<file path="config.mk">
export PLATFORM = sky130hd
export DESIGN_NAME = i2c_master_transfer_sequencer
export DESIGN_NICKNAME = d
export VERILOG_FILES = /design/src/rtl/i2cms_pkg.sv /design/src/rtl/i2c_master_transfer_sequencer.sv
export SDC_FILE = /design/constraint.sdc
export NUM_CORES = 1
export LEC_CHECK = 0
export ABC_CLOCK_PERIOD_IN_PS = 5080
export BUFFER_PORTS_ARGS = -buffer_cell sky130_fd_sc_hd__buf_2
export CAP_MARGIN = 40
export CORE_MARGIN = 2
export CORE_UTILIZATION = 46
export DETAILED_ROUTE_END_ITERATION = 10
export PLACE_DENSITY_LB_ADDON = 0.05
export RECOVER_POWER = 100
export SLEW_MARGIN = 10
export SYNTH_ARGS = -nofsm -noshare
export SYNTH_HDL_FRONTEND = slang
export SYNTH_SLANG_ARGS = --single-unit
</file>
<file path="constraint.sdc">
create_clock -name clk -period 5.08 [get_ports clk]
set_clock_uncertainty 0.1 [all_clocks]
set_input_delay 0.762 -clock clk [delete_from_list [all_inputs] [get_ports clk]]
set_output_delay 0.762 -clock clk [all_outputs]
set_load 0.005 [all_outputs]
</file>
<file path="src/rtl/i2cms_pkg.sv">
// Package for the I2C master transfer sequencer: widths and code constants.
`default_nettype none
package i2cms_pkg;

  localparam int BufDepthDefault = 32;
  localparam int CntW = 6;

  localparam logic [1:0] OP_LOAD   = 2'd0;
  localparam logic [1:0] OP_START  = 2'd1;
  localparam logic [1:0] OP_STATUS = 2'd2;

  localparam logic [2:0] ACT_NONE    = 3'd0;
  localparam logic [2:0] ACT_START   = 3'd1;
  localparam logic [2:0] ACT_SEND    = 3'd2;
  localparam logic [2:0] ACT_RX_ACK  = 3'd3;
  localparam logic [2:0] ACT_RX_NACK = 3'd4;
  localparam logic [2:0] ACT_STOP    = 3'd5;
  localparam logic [2:0] ACT_ABORT   = 3'd6;

  localparam logic [2:0] ERR_NONE      = 3'd0;
  localparam logic [2:0] ERR_LEN       = 3'd1;
  localparam logic [2:0] ERR_SLA_NACK  = 3'd2;
  localparam logic [2:0] ERR_DATA_NACK = 3'd3;
  localparam logic [2:0] ERR_ARB       = 3'd4;
  localparam logic [2:0] ERR_BUS       = 3'd5;

  // Status codes with the low three bits dropped.
  localparam logic [4:0] ST_BUS_ERR   = 5'h00;
  localparam logic [4:0] ST_START     = 5'h01;
  localparam logic [4:0] ST_RSTART    = 5'h02;
  localparam logic [4:0] ST_SLAW_ACK  = 5'h03;
  localparam logic [4:0] ST_SLAW_NACK = 5'h04;
  localparam logic [4:0] ST_DATA_ACK  = 5'h05;
  localparam logic [4:0] ST_DATA_NACK = 5'h06;
  localparam logic [4:0] ST_ARB_LOST  = 5'h07;
  localparam logic [4:0] ST_SLAR_ACK  = 5'h08;
  localparam logic [4:0] ST_SLAR_NACK = 5'h09;
  localparam logic [4:0] ST_RX_ACK    = 5'h0A;
  localparam logic [4:0] ST_RX_NACK   = 5'h0B;

endpackage
`default_nettype wire

</file>
<file path="src/rtl/i2c_master_transfer_sequencer.sv">
// Top level of the I2C master transfer sequencer with its transmit buffer memory.
//
//   channel | direction | handshake           | payload
//   in      | input     | in_valid/in_stall   | opcode data_byte target_address
//           |           |                     | read_not_write transfer_length bus_status
//   out     | output    | out_valid/out_stall | bus_action tx_byte rx_valid rx_byte
//           |           |                     | busy_res done_res error_code byte_count
//
// One transaction per cycle unless out_stall holds the pipeline back.
// The first stage decodes and updates control state while the buffer read is in
// flight; the second stage merges the read data into the output register.
// Reset clears all control state; the buffer holds garbage until loaded.
// in_stall stays high while rst is asserted.
// A stalled output still lets one more input in before in_stall rises.
`default_nettype none
module i2c_master_transfer_sequencer #(
  parameter int BUF_DEPTH = i2cms_pkg::BufDepthDefault
) (
  input  wire logic                      clk,
  input  wire logic                      rst,
  input  wire logic                      in_valid,
  output logic                           in_stall,
  input  wire logic [1:0]                opcode,
  input  wire logic [7:0]                data_byte,
  input  wire logic [6:0]                target_address,
  input  wire logic                      read_not_write,
  input  wire logic [i2cms_pkg::CntW-1:0] transfer_length,
  input  wire logic [7:0]                bus_status,
  output logic                           out_valid,
  input  wire logic                      out_stall,
  output logic [2:0]                     bus_action,
  output logic [7:0]                     tx_byte,
  output logic                           rx_valid,
  output logic [7:0]                     rx_byte,
  output logic                           busy_res,
  output logic                           done_res,
  output logic [2:0]                     error_code,
  output logic [i2cms_pkg::CntW-1:0]     byte_count
);

  localparam int CW = i2cms_pkg::CntW;
  localparam int AW = (BUF_DEPTH > 1) ? $clog2(BUF_DEPTH) : 1;
  localparam logic [CW:0] DEPTH_C = (CW + 1)'(BUF_DEPTH);
  localparam logic [CW-1:0] IDX_MAX = {CW{1'b1}};

  typedef enum logic [1:0] {PH_READY, PH_TX, PH_RX} phase_t;

  phase_t        phase, phase_next;
  logic [CW-1:0] load_pointer, load_pointer_next;
  logic [7:0]    address_byte, address_byte_next;
  logic [CW-1:0] length_reg, length_reg_next;
  logic [CW-1:0] byte_index, byte_index_next;
  logic [2:0]    last_error, last_error_next;

  logic [7:0]    buf_mem [BUF_DEPTH];
  logic [7:0]    mem_q;

  logic          s1_valid;
  logic [2:0]    s1_action;
  logic [7:0]    s1_txb;
  logic          s1_use_mem;
  logic          s1_rxv;
  logic [7:0]    s1_rxb;
  logic          s1_busy;
  logic          s1_done;
  logic [2:0]    s1_err;
  logic [CW-1:0] s1_count;

  logic          accept, s1_move, out_free;
  logic [2:0]    a_action;
  logic [7:0]    a_txb;
  logic          a_use_mem, a_rxv, a_done, wr_en;
  logic [4:0]    st;
  logic [CW-1:0] idx_inc;
  logic          idx_in_buf;

  assign out_free = !out_valid || !out_stall;
  assign s1_move  = s1_valid && out_free;
  assign in_stall = rst || (s1_valid && !out_free);
  assign accept   = in_valid && !in_stall;

  assign st         = bus_status[7:3];
  assign idx_inc    = (byte_index == IDX_MAX) ? byte_index : byte_index + CW'(1);
  assign idx_in_buf = {1'b0, byte_index} < DEPTH_C;

  always_comb begin
    phase_next        = phase;
    load_pointer_next = load_pointer;
    address_byte_next = address_byte;
    length_reg_next   = length_reg;
    byte_index_next   = byte_index;
    last_error_next   = last_error;
    a_action  = i2cms_pkg::ACT_NONE;
    a_txb     = 8'd0;
    a_use_mem = 1'b0;
    a_rxv     = 1'b0;
    a_done    = 1'b0;
    wr_en     = 1'b0;
    priority if (opcode == i2cms_pkg::OP_LOAD) begin
      if (phase == PH_READY && {1'b0, load_pointer} < DEPTH_C) begin
        wr_en             = 1'b1;
        load_pointer_next = load_pointer + CW'(1);
      end
    end else if (opcode == i2cms_pkg::OP_START) begin
      if (phase == PH_READY) begin
        if (transfer_length == '0 || {1'b0, transfer_length} > DEPTH_C) begin
          last_error_next = i2cms_pkg::ERR_LEN;
          a_done          = 1'b1;
        end else begin
          phase_next        = read_not_write ? PH_RX : PH_TX;
          last_error_next   = i2cms_pkg::ERR_NONE;
          address_byte_next = {target_address, read_not_write};
          length_reg_next   = transfer_length;
          byte_index_next   = '0;
          load_pointer_next = '0;
          a_action          = i2cms_pkg::ACT_START;
        end
      end
    end else if (opcode == i2cms_pkg::OP_STATUS && phase != PH_READY) begin
      unique case (st)
        i2cms_pkg::ST_START, i2cms_pkg::ST_RSTART: begin
          a_txb    = address_byte;
          a_action = i2cms_pkg::ACT_SEND;
        end
        i2cms_pkg::ST_SLAW_ACK: begin
          a_use_mem       = idx_in_buf;
          byte_index_next = idx_inc;
          a_action        = i2cms_pkg::ACT_SEND;
        end
        i2cms_pkg::ST_DATA_ACK: begin
          if (byte_index < length_reg) begin
            a_use_mem       = idx_in_buf;
            byte_index_next = idx_inc;
            a_action        = i2cms_pkg::ACT_SEND;
          end else begin
            a_action = i2cms_pkg::ACT_STOP;
          end
        end
        i2cms_pkg::ST_SLAW_NACK, i2cms_pkg::ST_SLAR_NACK: begin
          last_error_next = i2cms_pkg::ERR_SLA_NACK;
          a_action        = i2cms_pkg::ACT_STOP;
        end
        i2cms_pkg::ST_DATA_NACK: begin
          last_error_next = i2cms_pkg::ERR_DATA_NACK;
          a_action        = i2cms_pkg::ACT_STOP;
        end
        i2cms_pkg::ST_SLAR_ACK: begin
          a_action = (length_reg == CW'(1)) ? i2cms_pkg::ACT_RX_NACK
                                            : i2cms_pkg::ACT_RX_ACK;
        end
        i2cms_pkg::ST_RX_ACK: begin
          a_rxv           = 1'b1;
          byte_index_next = idx_inc;
          a_action = (({1'b0, idx_inc} + (CW + 1)'(1)) < {1'b0, length_reg})
                     ? i2cms_pkg::ACT_RX_ACK : i2cms_pkg::ACT_RX_NACK;
        end
        i2cms_pkg::ST_RX_NACK: begin
          a_rxv           = 1'b1;
          byte_index_next = idx_inc;
          a_action        = i2cms_pkg::ACT_STOP;
        end
        i2cms_pkg::ST_ARB_LOST: begin
          last_error_next = i2cms_pkg::ERR_ARB;
          a_action        = i2cms_pkg::ACT_ABORT;
        end
        i2cms_pkg::ST_BUS_ERR: begin
          last_error_next = i2cms_pkg::ERR_BUS;
          a_action        = i2cms_pkg::ACT_STOP;
        end
        default: begin
        end
      endcase
      if (a_action == i2cms_pkg::ACT_STOP || a_action == i2cms_pkg::ACT_ABORT) begin
        phase_next = PH_READY;
        a_done     = 1'b1;
      end
    end else begin
    end
  end

  // Transmit buffer: written by loads while idle, read by status events while busy.
  always_ff @(posedge clk) begin
    if (accept && wr_en) begin
      buf_mem[load_pointer[AW-1:0]] <= data_byte;
    end
    if (accept) begin
      mem_q <= buf_mem[byte_index[AW-1:0]];
    end
  end

  always_ff @(posedge clk) begin
    if (rst) begin
      phase        <= PH_READY;
      load_pointer <= '0;
      address_byte <= '0;
      length_reg   <= '0;
      byte_index   <= '0;
      last_error   <= i2cms_pkg::ERR_NONE;
      s1_valid     <= 1'b0;
      out_valid    <= 1'b0;
    end else begin
      if (accept) begin
        phase        <= phase_next;
        load_pointer <= load_pointer_next;
        address_byte <= address_byte_next;
        length_reg   <= length_reg_next;
        byte_index   <= byte_index_next;
        last_error   <= last_error_next;
      end
      if (accept) begin
        s1_valid <= 1'b1;
      end else if (s1_move) begin
        s1_valid <= 1'b0;
      end
      if (s1_move) begin
        out_valid <= 1'b1;
      end else if (!out_stall) begin
        out_valid <= 1'b0;
      end
    end
  end

  always_ff @(posedge clk) begin
    if (accept) begin
      s1_action  <= a_action;
      s1_txb     <= a_txb;
      s1_use_mem <= a_use_mem;
      s1_rxv     <= a_rxv;
      s1_rxb     <= a_rxv ? data_byte : 8'd0;
      s1_busy    <= phase_next != PH_READY;
      s1_done    <= a_done;
      s1_err     <= last_error_next;
      s1_count   <= byte_index_next;
    end
    if (s1_move) begin
      bus_action <= s1_action;
      tx_byte    <= s1_use_mem ? mem_q : s1_txb;
      rx_valid   <= s1_rxv;
      rx_byte    <= s1_rxb;
      busy_res   <= s1_busy;
      done_res   <= s1_done;
      error_code <= s1_err;
      byte_count <= s1_count;
    end
  end

  a_done_idle: assert property (@(posedge clk) disable iff (rst)
    out_valid && done_res |-> !busy_res)
    else $error("done reported while still busy");

  a_rx_action: assert property (@(posedge clk) disable iff (rst)
    out_valid && rx_valid |-> (bus_action == i2cms_pkg::ACT_RX_ACK ||
                               bus_action == i2cms_pkg::ACT_RX_NACK ||
                               bus_action == i2cms_pkg::ACT_STOP))
    else $error("received byte without a receive-side action");

  a_len_idle: assert property (@(posedge clk) disable iff (rst)
    out_valid && error_code == i2cms_pkg::ERR_LEN |-> !busy_res)
    else $error("length error with a transaction in progress");

  a_s1_hold: assert property (@(posedge clk) disable iff (rst)
    s1_valid && !s1_move |=> s1_valid && $stable(s1_action) &&
                             (!s1_use_mem || $stable(mem_q)))
    else $error("first stage overwritten while held");

endmodule
`default_nettype wire
</file>
==> reports/qor.txt, run 1 <==
Status: finished, violations left
Failing checks: capacitance limit, slew limit
IO Pins: 69
Crit start category: register
Crit end category: register
Synth-to-Final Area Change: 13.0%
WP data required: 5350 ps
CTS sink cnt: 360
RSZ-0062 raised after global routing: no
Post-synth top area share: 67.2%
Pre-Repair DR Iteration Count: 7
Reg-to-reg slack, setup: 860 ps
Layout fillers: 2558
#FFs+latches synth: 360
Period utilization: 83.0%
Number of flops mapped to enable cells by yosys: 327
NumNets Final: 953
Die Ht: 182 microns
Comb power frac: 2.3%
Synth top area cells: edfxtp_1 67%, mux4_2 12%, dfxtp_1 4.5%
Launch point of the worst reg-to-reg path: byte_index[1]$_SDFFE_PP0P_
Die Area: 0.0332 sq mm
Pleak: 0.00516 uW
Routed WL per cell: 22.8 microns
FFs w/ async S/R, synth: 0%
Max reg flops: 256
Top delay family on crit path: buffers and inverters
Remaining antenna violation count: 0
Hold path endpoint: byte_count[4]$_DFFE_PP_
DR DRC count: 0
Fraction of layout cells with a size suffix above 1: 21.5%
Initial cell density of the core: 46.5%
Num rows: 65
Top achievable clock speed: 0.237 GHz
CP bufs+invs: 2
PwrDens: 368 mW/mm^2
Reg-to-Reg End: s1_action[0]$_SDFFCE_PP0P_
GRT Resource Usage Total: 18.9%
Crit path cell chain: buf_4 > clkbuf_2 > o21ai_0 > xnor2_1 > ha_1 > a21o_1 > a221oi_1 > o211ai_1 > or4_1 > a32oi_1
Multi-input gate area: 0.00389 sq mm
Root buffer cell: clkbuf_16
Final HPWL from detailed placement: 19600 microns
Clk_lat worst skew: 530 ps
Die X: 182 microns
Fin Setup TNS: 0 ps
Max-Cap Viols: 8
Endpoints failing hold: 0
Final setup margin: 865 ps
Max-slew violation count: 272
Net Sw Frac: 19.7%
CTS H-Tree Depth: 2
Crit path DAT: 4490 ps
Yosys cell types: 65
Sequential Power Share: 53.7%
FF/Latch Area: 0.0105 sq mm
Dpl ws: 1150 ps
Hold WC Path Type: register to register
Via Count: 7642
Number of hold buffers added after cts: 0
Worst hold path startpoint: s1_count[4]$_DFFE_PP_
Min Hold Slack: 316 ps
Max Root-Sink Buffers: 3
I/O Buffers: 65
Critical path's slowest cell: clkbuf_2
Setup bufs post-CTS: 0
Max stage delay on crit path: 1190 ps
CTS tree: done
Post-Syn Area per Cell: 17.7 sq um
Synthesized cell area: 0.0146 sq mm
Net Switching: 1200 uW
Total grt overflow: 0
P_int: 4880 uW
Hold Path Depth: 0
# diodes: 0
Vias in the first global route: 7708
Initial antenna violation count: 0
Vias/cell: 5.73
R2R cell count: 10
Core outline area: 0.0314 sq mm
Largest net degree at the start of global routing: 54
Maximum vdd drop: 0.000277 V
Rel. slew slack: -37.8%
Critical setup path kind: register to register
Reg clk slew, reported paths: 60 ps
Syn_nets: 877
Worst-margin pin slew: 2050 ps
Post-Synthesis Cells: 826
Top_reg_cell synth: edfxtp_1
Tmin final: 4220 ps
Total Wirelength: 30400 microns
Routability cong.: 0.827
Inserted Clock Buffers: 39
Global-route wire length before repair: 47100 microns
PostCTS Resize Cnt: 0
Critical path peak fanout: 53
Final setup fails: 0
Post-synth top area cell: edfxtp_1
Clock share of power: 44.0%
Iter 0 DRT Violations: 528
Number of synthesis warnings: 0
Post-synthesis sequential area ratio: 71.7%
power groups by stage:
stage	clock network (uW)	registers [uW]	logic [uW]
final	2680	3270	138
after global routing	2860	3270	154
after CTS	2740	3260	148
after detailed placement	0	3330	147
after global placement	0	3330	139
after floorplan	0	3330	60.7
kinds of logic (layout without fill, tap and decap cells):
kind of cell | after synthesis | count (layout) | share of synthesized area (%)
compound gates | 86 | 86 | 4.23
flops | 360 | 360 | 71.7
mux | 101 | 101 | 13.9
simple gates | 197 | 197 | 6.60
fa+ha+maj | 15 | 15 | 1.28
xor+xnor | 10 | 10 | 0.599
buf+inv | 57 | 163 | 1.63
layout by cell type, fill, tap and decap left out, drive strengths merged, types with 10 or more instances in the layout:
| cell type | instances |
|---|---|
| clkinv | 16 |
| buf | 43 |
| dfxtp | 33 |
| nor2 | 52 |
| mux4 | 80 |
| mux2 | 18 |
| o21ai | 10 |
| a21oi | 23 |
| clkbuf | 83 |
| edfxtp | 327 |
| ha | 15 |
| and2 | 17 |
| nor3 | 14 |
| nand2 | 59 |
| inv | 16 |
per-layer routing:
metal / vias up / GRT usage, % / share of wire [%]
li1: 3449 / - / -
met1: 3943 / 27.2 / 45
met2: 199 / 30.7 / 49
met3: 51 / 2.43 / 3.9
met4: 0 / 5.58 / 2.1
met5: - / 0 / 0
final cells by class:
type / count / share of cell area [%]
Multi-Input combinational cell: 409 / 23.5
Timing Repair Buffer: 76 / 2.15
Clock buffer: 50 / 6.48
Clock inverter: 21 / 0.925
Sequential cell: 360 / 63.5
Inverter: 16 / 0.364
Tap cell: 402 / 3.05
cells in the mapped netlist (6+ instances only):
master      n
ha_1       15
buf_2      10
inv_1      15
nand2_1    59
and2_1     17
dfxtp_1    33
nand3_1     9
o21ai_0     9
nor2_1     52
mux2_2     18
nor3_1     14
a21oi_1    23
clkbuf_1   26
xnor2_1     6
mux4_2     80
edfxtp_1  327
per-stage QoR:
stage	total power (uW)	area, sq um	utilization, %	instances
6_report	6080	16500	52.6	1334
5_1_grt	6290	16500	52.6	1334
4_1_cts	6150	16600	52.9	1334
3_5_place_dp	3470	15400	49.0	1263
3_3_place_gp	3470	15300	48.9	1260
2_1_floorplan	3390	14600	-	826
worst max path at each step:
| stage | from | cells past startpoint | end |
|---|---|---|---|
| 4_1_cts | byte_index[0]$_SDFFE_PP0P_ | 12 | s1_action[0]$_SDFFCE_PP0P_ |
| 6_report | byte_index[1]$_SDFFE_PP0P_ | 10 | s1_action[0]$_SDFFCE_PP0P_ |
| 2_1_floorplan | out_stall | 1 | bus_action[0]$_DFFE_PP_ |
| 3_5_place_dp | byte_index[0]$_SDFFE_PP0P_ | 12 | s1_action[0]$_SDFFCE_PP0P_ |
| 5_1_grt | byte_index[1]$_SDFFE_PP0P_ | 10 | s1_action[0]$_SDFFCE_PP0P_ |
| 3_3_place_gp | byte_index[0]$_SDFFE_PP0P_ | 12 | s1_action[0]$_SDFFCE_PP0P_ |
(Power assumes the default switching activity.)
==> run 2: changes to the inputs <==
Settings changed: ABC_CLOCK_PERIOD_IN_PS 5080 to 3700.
Clock period 5.08 ns to 3.7 ns, I/O delays scaled along.
==> reports/qor.txt, run 2 (synthesized netlist as in run 1, its figures left out) <==
Most frequent cells in the layout: 327 x edfxtp_1, 80 x mux4_2, 69 x clkbuf_1
Critical setup path kind: register to register
Tmin final: 3440 ps (-772 ps)
Reg-to-reg slack, setup: 260 ps (-610 ps)
Root buffer cell: clkbuf_16
Commonest non-fill, non-tap cell in the layout: edfxtp_1
GRT Resource Usage Total: 19.1% (+0.12 points)
Clk_lat worst skew: 520 ps (about the same)
R2R cell count: 11 (+1)
Net Sw Frac: 19.3% (-0.38 points)
Maximum vdd drop: 0.000344 V (+24%)
Final HPWL from detailed placement: 20000 microns (+2.0%)
Sequential Power Share: 52.9% (-0.8 points)
Iter 0 DRT Violations: 550 (+4.2%)
Worst hold path startpoint: target_address[4]
Synth-to-Final Area Change: 14.8%
CTS tree: done
Max-Cap Viols: 5 (-3)
Total Wirelength: 31300 microns (+3.0%)
Period utilization: 93.1% (+10 points)
Critical path peak fanout: 11 (-79%)
Status: finished, violations left
Worst-margin pin slew: 1600 ps (-450 ps)
Crit end category: register
Num rows: 65 (unchanged)
Placed insts: 1298 (+2.8%)
Largest net degree at the start of global routing: 67 (+24%)
Dpl ws: 272 ps (-883 ps)
Endpoints failing hold: 0 (unchanged)
Routed WL per cell: 22.8 microns (about the same)
Remaining antenna violation count: 0 (unchanged)
Reg-to-Reg End: s1_action[0]$_SDFFCE_PP0P_
Core outline area: 0.0314 sq mm (unchanged)
Hold path endpoint: address_byte[5]$_SDFFE_PP0P_
IO Pins: 69 (unchanged)
Reg clk slew, reported paths: 60 ps (about the same)
Failing checks: capacitance limit, slew limit
I/O Buffers: 65 (unchanged)
Fin Setup TNS: 0 ps (unchanged)
Final setup margin: 257 ps (-608 ps)
Global-route wire length before repair: 47500 microns (+0.92%)
Clock share of power: 44.9% (+0.9 points)
Launch point of the worst reg-to-reg path: byte_index[2]$_SDFFE_PP0P_
Final setup fails: 0 (unchanged)
NumNets Final: 993 (+4.2%)
Crit start category: register
Initial antenna violation count: 0 (unchanged)
P_int: 6850 uW (+40%)
CTS sink cnt: 360 (unchanged)
Routability cong.: 0.851 (+3.0%)
Net Switching: 1640 uW (+37%)
Max-slew violation count: 169 (-38%)
PwrDens: 506 mW/mm^2 (+37%)
Pleak: 0.00529 uW (+2.4%)
Initial cell density of the core: 46.5% (unchanged)
# diodes: 0 (unchanged)
Hold Path Depth: 3 (+3)
CTS H-Tree Depth: 2 (unchanged)
Fraction of layout cells with a size suffix above 1: 21.9% (+0.48 points)
Die X: 182 microns (unchanged)
Rel. slew slack: -6.61% (+31 points)
Hold WC Path Type: input pin to register
Vias/cell: 5.67 (-1.0%)
Non-Filler Instances: 1373 (+2.9%)
Comb power frac: 2.3% (about the same)
WP data required: 3950 ps (-1400 ps)
Die Ht: 182 microns (unchanged)
Via Count: 7783 (+1.8%)
Max Root-Sink Buffers: 3 (unchanged)
Power Total: 8490 uW (+40%)
Total grt overflow: 0 (unchanged)
Vias in the first global route: 7844 (+1.8%)
Crit path DAT: 3690 ps (-800 ps)
Pre-Repair DR Iteration Count: 5 (-2)
DR DRC count: 0 (unchanged)
Top achievable clock speed: 0.290 GHz (+22%)
Die Area: 0.0332 sq mm (unchanged)
Inserted Clock Buffers: 40 (+2.6%)
Max reg flops: 256 (unchanged)
==> run 2: cell types whose count changed in the layout (fill, tap and decap cells not counted), moves of 2 or more <==
cell	delta
clkinvlp_4	-3
clkinv_2	+3
buf_2	+2
buf_4	+5
clkinv_1	-2
bufinv_16	+2
clkbuf_1	+29
==> run 2: final cells by class <==
type	count	area (sq um)
Multi-Input combinational cell	409	3880
Sequential cell	360	10500
Inverter	16	60.1
Fill cell	2552	14600
Timing Repair Buffer	115	572
Clock buffer	50	1070
Tap cell	402	503
Clock inverter	21	198
==> run 2: metrics by stage <==
| step | utilization, % | hold WS, ps | cell area (sq um) |
|---|---|---|---|
| after floorplan | - | 300 | 14600 |
| after global placement | 49.8 | 301 | 15600 |
| after detailed placement | 49.9 | 305 | 15700 |
| after CTS | 53.9 | 158 | 16900 |
| after global routing | 53.4 | 184 | 16800 |
| final | 53.4 | 181 | 16800 |
==> run 2: per-layer routing <==
layer  GRT usage (%)  up-vias  share of wire (%)
met2            31.2      224                 49
met3            2.93       47                4.9
met1            26.9     3990                 45
met5               0        -                  0
met4            5.16        0                2.1
li1                -     3522                  -
==> run 2: worst max-delay path by stage <==
stage,from,to,slack (ps)
after global routing,byte_index[2]$_SDFFE_PP0P_,s1_action[0]$_SDFFCE_PP0P_,-10
after floorplan,out_stall,bus_action[0]$_DFFE_PP_,270
after detailed placement,byte_index[0]$_SDFFE_PP0P_,s1_action[0]$_SDFFCE_PP0P_,270
final,byte_index[2]$_SDFFE_PP0P_,s1_action[0]$_SDFFCE_PP0P_,260
after CTS,byte_index[0]$_SDFFE_PP0P_,s1_action[0]$_SDFFCE_PP0P_,240
after global placement,byte_index[0]$_SDFFE_PP0P_,s1_action[0]$_SDFFCE_PP0P_,280
==> run 2: worst max-delay path, stage by stage, from the launching register on <==
cell and delay (ps):
dfxtp_1 570, nand4_1 220, mux2i_1 260, nand3_1 210
nor2_1 170, xor2_1 190, ha_1 270, and3_1 190
a221oi_1 270, o211ai_1 170, or4_1 450, a32oi_1 210
==> run 2: power by group through the flow <==
stage	Combinational (uW)	Sequential [uW]	Clock, uW
2_1_floorplan	83.4	4570	0
3_3_place_gp	193	4570	0
3_5_place_dp	205	4570	0
4_1_cts	206	4480	3900
5_1_grt	213	4490	4080
6_report	192	4490	3810
==> run 2: timing repair <==
item,in CTS,in global routing
hold buffers,0,0
buffers inserted,0,3
setup endpoints to repair,0,2
resized for setup,0,2
hold endpoints to repair,0,0
==> run 3: changes to the inputs <==
Settings changed: ABC_AREA set to 1.
==> reports/qor.txt, run 3 <==
Status: finished, violations left
Failing checks: capacitance limit, slew limit
Syn_nets: 1311 (+49%)
Net Switching: 2080 uW (+27%)
Reg-to-Reg End: mem_q[1]$_DFFE_PP_
Initial antenna violation count: 1 (+1)
Number of flops mapped to enable cells by yosys: 327 (unchanged)
Critical path origin: byte_index[0]$_SDFFE_PP0P_
Routability cong.: 0.839 (-1.5%)
Comb power frac: 8.7% (+6.4 points)
Worst-margin pin slew: 1870 ps (+275 ps)
GRT Resource Usage Total: 21.6% (+2.5 points)
Max-slew violation count: 239 (+41%)
Max-Cap Viols: 8 (+3)
DR DRC count: 0 (unchanged)
Initial cell density of the core: 47.0% (+0.43 points)
WP data required: 3870 ps (-80 ps)
Maximum vdd drop: 0.000379 V (+10%)
P_int: 6710 uW (-1.9%)
Clk_lat worst skew: 520 ps (about the same)
Die Ht: 184 microns (+0.95%)
Most instantiated library cell after synthesis: edfxtp_1
Total grt overflow: 0 (unchanged)
Num rows: 65 (unchanged)
Vias/cell: 5.48 (-3.3%)
NumNets Final: 1407 (+42%)
Yosys cell types: 45 (-31%)
Core outline area: 0.0317 sq mm (+1.0%)
Launch point of the worst reg-to-reg path: byte_index[0]$_SDFFE_PP0P_
Final setup fails: 0 (unchanged)
Post-Synthesis Cells: 1260 (+53%)
Placed insts: 1717 (+32%)
Synthesized cell area: 0.0149 sq mm (+2.0%)
# diodes: 0 (unchanged)
Period utilization: 84.4% (-8.7 points)
#FFs+latches synth: 360 (unchanged)
Max stage delay on crit path: 610 ps (+40 ps)
Commonest non-fill, non-tap cell in the layout: edfxtp_1
Inserted Clock Buffers: 39 (-2.5%)
Via Count: 9786 (+26%)
Sequential Power Share: 51.5% (-1.4 points)
Synth top area cells: edfxtp_1 66%, nor2_1 4.8%, dfxtp_1 4.4%
Crit path DAT: 3290 ps (-400 ps)
Routed WL per cell: 20.1 microns (-12%)
Most frequent cells in the layout: 327 x edfxtp_1, 191 x nor2_1, 169 x nand2_1
Top_reg_cell synth: edfxtp_1
Fin Setup TNS: 0 ps (unchanged)
Clock share of power: 39.8% (-5.1 points)
Final HPWL from detailed placement: 22600 microns (+13%)
Crit start category: register
Endpoints failing hold: 0 (unchanged)
Net Sw Frac: 23.7% (+4.3 points)
PostCTS Resize Cnt: 0 (unchanged)
Remaining antenna violation count: 0 (unchanged)
Global-route wire length before repair: 54800 microns (+15%)
Tmin final: 3120 ps (-322 ps)
Worst hold path startpoint: target_address[1]
Synth-to-Final Area Change: 12.5%
Pre-Repair DR Iteration Count: 5 (unchanged)
Setup bufs post-CTS: 0 (unchanged)
Pleak: 0.00591 uW (+12%)
Rel. slew slack: -24.9% (-18 points)
Hold path endpoint: address_byte[2]$_SDFFE_PP0P_
CTS H-Tree Depth: 2 (unchanged)
Number of synthesis warnings: 0 (unchanged)
Number of hold buffers added after cts: 0 (unchanged)
Iter 0 DRT Violations: 802 (+46%)
PwrDens: 525 mW/mm^2 (+3.7%)
Post-Syn Area per Cell: 11.8 sq um (-33%)
FFs w/ async S/R, synth: 0% (unchanged)
Max Root-Sink Buffers: 3 (unchanged)
Critical path's slowest cell: clkbuf_2
Root buffer cell: clkbuf_16
Post-synth top area cell: edfxtp_1
Total Wirelength: 35900 microns (+15%)
Post-synth top area share: 65.9% (-1.3 points)
CTS sink cnt: 360 (unchanged)
Reg-to-reg slack, setup: 580 ps (+320 ps)
Vias in the first global route: 9068 (+16%)
Synth top cells by count: 327 x edfxtp_1, 189 x nor2_1, 165 x nand2_1
Crit end category: register
IO Pins: 69 (unchanged)
RSZ-0062 raised after global routing: no
Crit path cell chain: clkinv_2 > clkbuf_2 > o21ai_0 > o22ai_1 > nor2_1 > o22ai_1 > nand2_1 > nand2_1
CTS tree: done
Max reg flops: 256 (unchanged)
Die Area: 0.0338 sq mm (+1.9%)
Hold Path Depth: 3 (unchanged)
Hold WC Path Type: input pin to register
Largest net degree at the start of global routing: 54 (-19%)
Reg clk slew, reported paths: 60 ps (about the same)
R2R cell count: 8 (-3)
Critical path peak fanout: 37 (+26)
Non-Filler Instances: 1786 (+30%)
Critical setup path kind: register to register
Top achievable clock speed: 0.320 GHz (+10%)
I/O Buffers: 65 (unchanged)
Die X: 184 microns (+0.95%)
Fraction of layout cells with a size suffix above 1: 10.7% (-11 points)
Post-synthesis sequential area ratio: 70.4% (-1.4 points)
-- run 3: area by class of cell --
cell class	count	area, sq um
Fill cell	2807	15000
Sequential cell	360	10500
Multi-Input combinational cell	754	3760
Clock buffer	52	1050
Timing Repair Buffer	116	558
Tap cell	402	503
Inverter	85	322
Clock inverter	17	76.3
-- run 3: routing by layer --
layer	track usage (%)	share of wire (%)	up-vias	wire (microns)
met2	34.5	47	232	16700
li1	-	-	4709	-
met5	0	0	-	0
met3	2.58	4.3	48	1550
met1	31.7	47	4797	17000
met4	5.22	1.8	0	639
-- run 3: critical path: cells and delay by family (launching register included) --
family          cells  cell delay, ps
buf+inv             2            1080
simple gates        3             420
flops               1             600
compound gates      3             610
-- run 3: power by group through the flow --
| stage | Sequential [uW] | Clock, uW | Combinational, uW |
|---|---|---|---|
| 2_1_floorplan | 4600 | 0 | 493 |
| 3_3_place_gp | 4620 | 0 | 774 |
| 3_5_place_dp | 4620 | 0 | 785 |
| 4_1_cts | 4530 | 3590 | 787 |
| 5_1_grt | 4540 | 3730 | 858 |
| 6_report | 4530 | 3500 | 762 |
-- run 3: kinds of logic (layout without fill, tap and decap cells) --
logic type / count (synthesis) / count (layout) / synth area share (%)
buffers and inverters: 146 / 270 / 4.01
xor gates and xnor gates: 2 / 2 / 0.118
DFF: 360 / 360 / 70.4
adders and majority gates: 15 / 15 / 1.26
and+or+nand+nor: 433 / 433 / 12.2
AOI/OAI and AO/OA: 296 / 296 / 11.5
muxes: 8 / 8 / 0.605
-- run 3: how the worst max path moves through the flow --
| stage | endpoint | slack [ps] | cells after the start |
|---|---|---|---|
| 2_1_floorplan | bus_action[0]$_DFFE_PP_ | 1060 | 1 |
| 3_3_place_gp | s1_action[2]$_SDFFCE_PP0P_ | 740 | 16 |
| 3_5_place_dp | s1_action[2]$_SDFFCE_PP0P_ | 700 | 13 |
| 4_1_cts | s1_action[0]$_SDFFCE_PP0P_ | 690 | 14 |
| 5_1_grt | s1_action[0]$_SDFFCE_PP0P_ | 310 | 14 |
| 6_report | mem_q[1]$_DFFE_PP_ | 580 | 8 |
-- run 3: through the flow --
step           instance area (sq um)  hold WS (ps)  utilization (%)  total power [uW]  setup slack [ps]
2_1_floorplan                  14900           300                -              5090              1060
5_1_grt                        16800           227             52.8              9120               315
3_5_place_dp                   15900           305             50.0              5400               701
3_3_place_gp                   15900           301             50.0              5390               741
4_1_cts                        17000           174             53.6              8910               688
6_report                       16800           213             52.8              8790               579
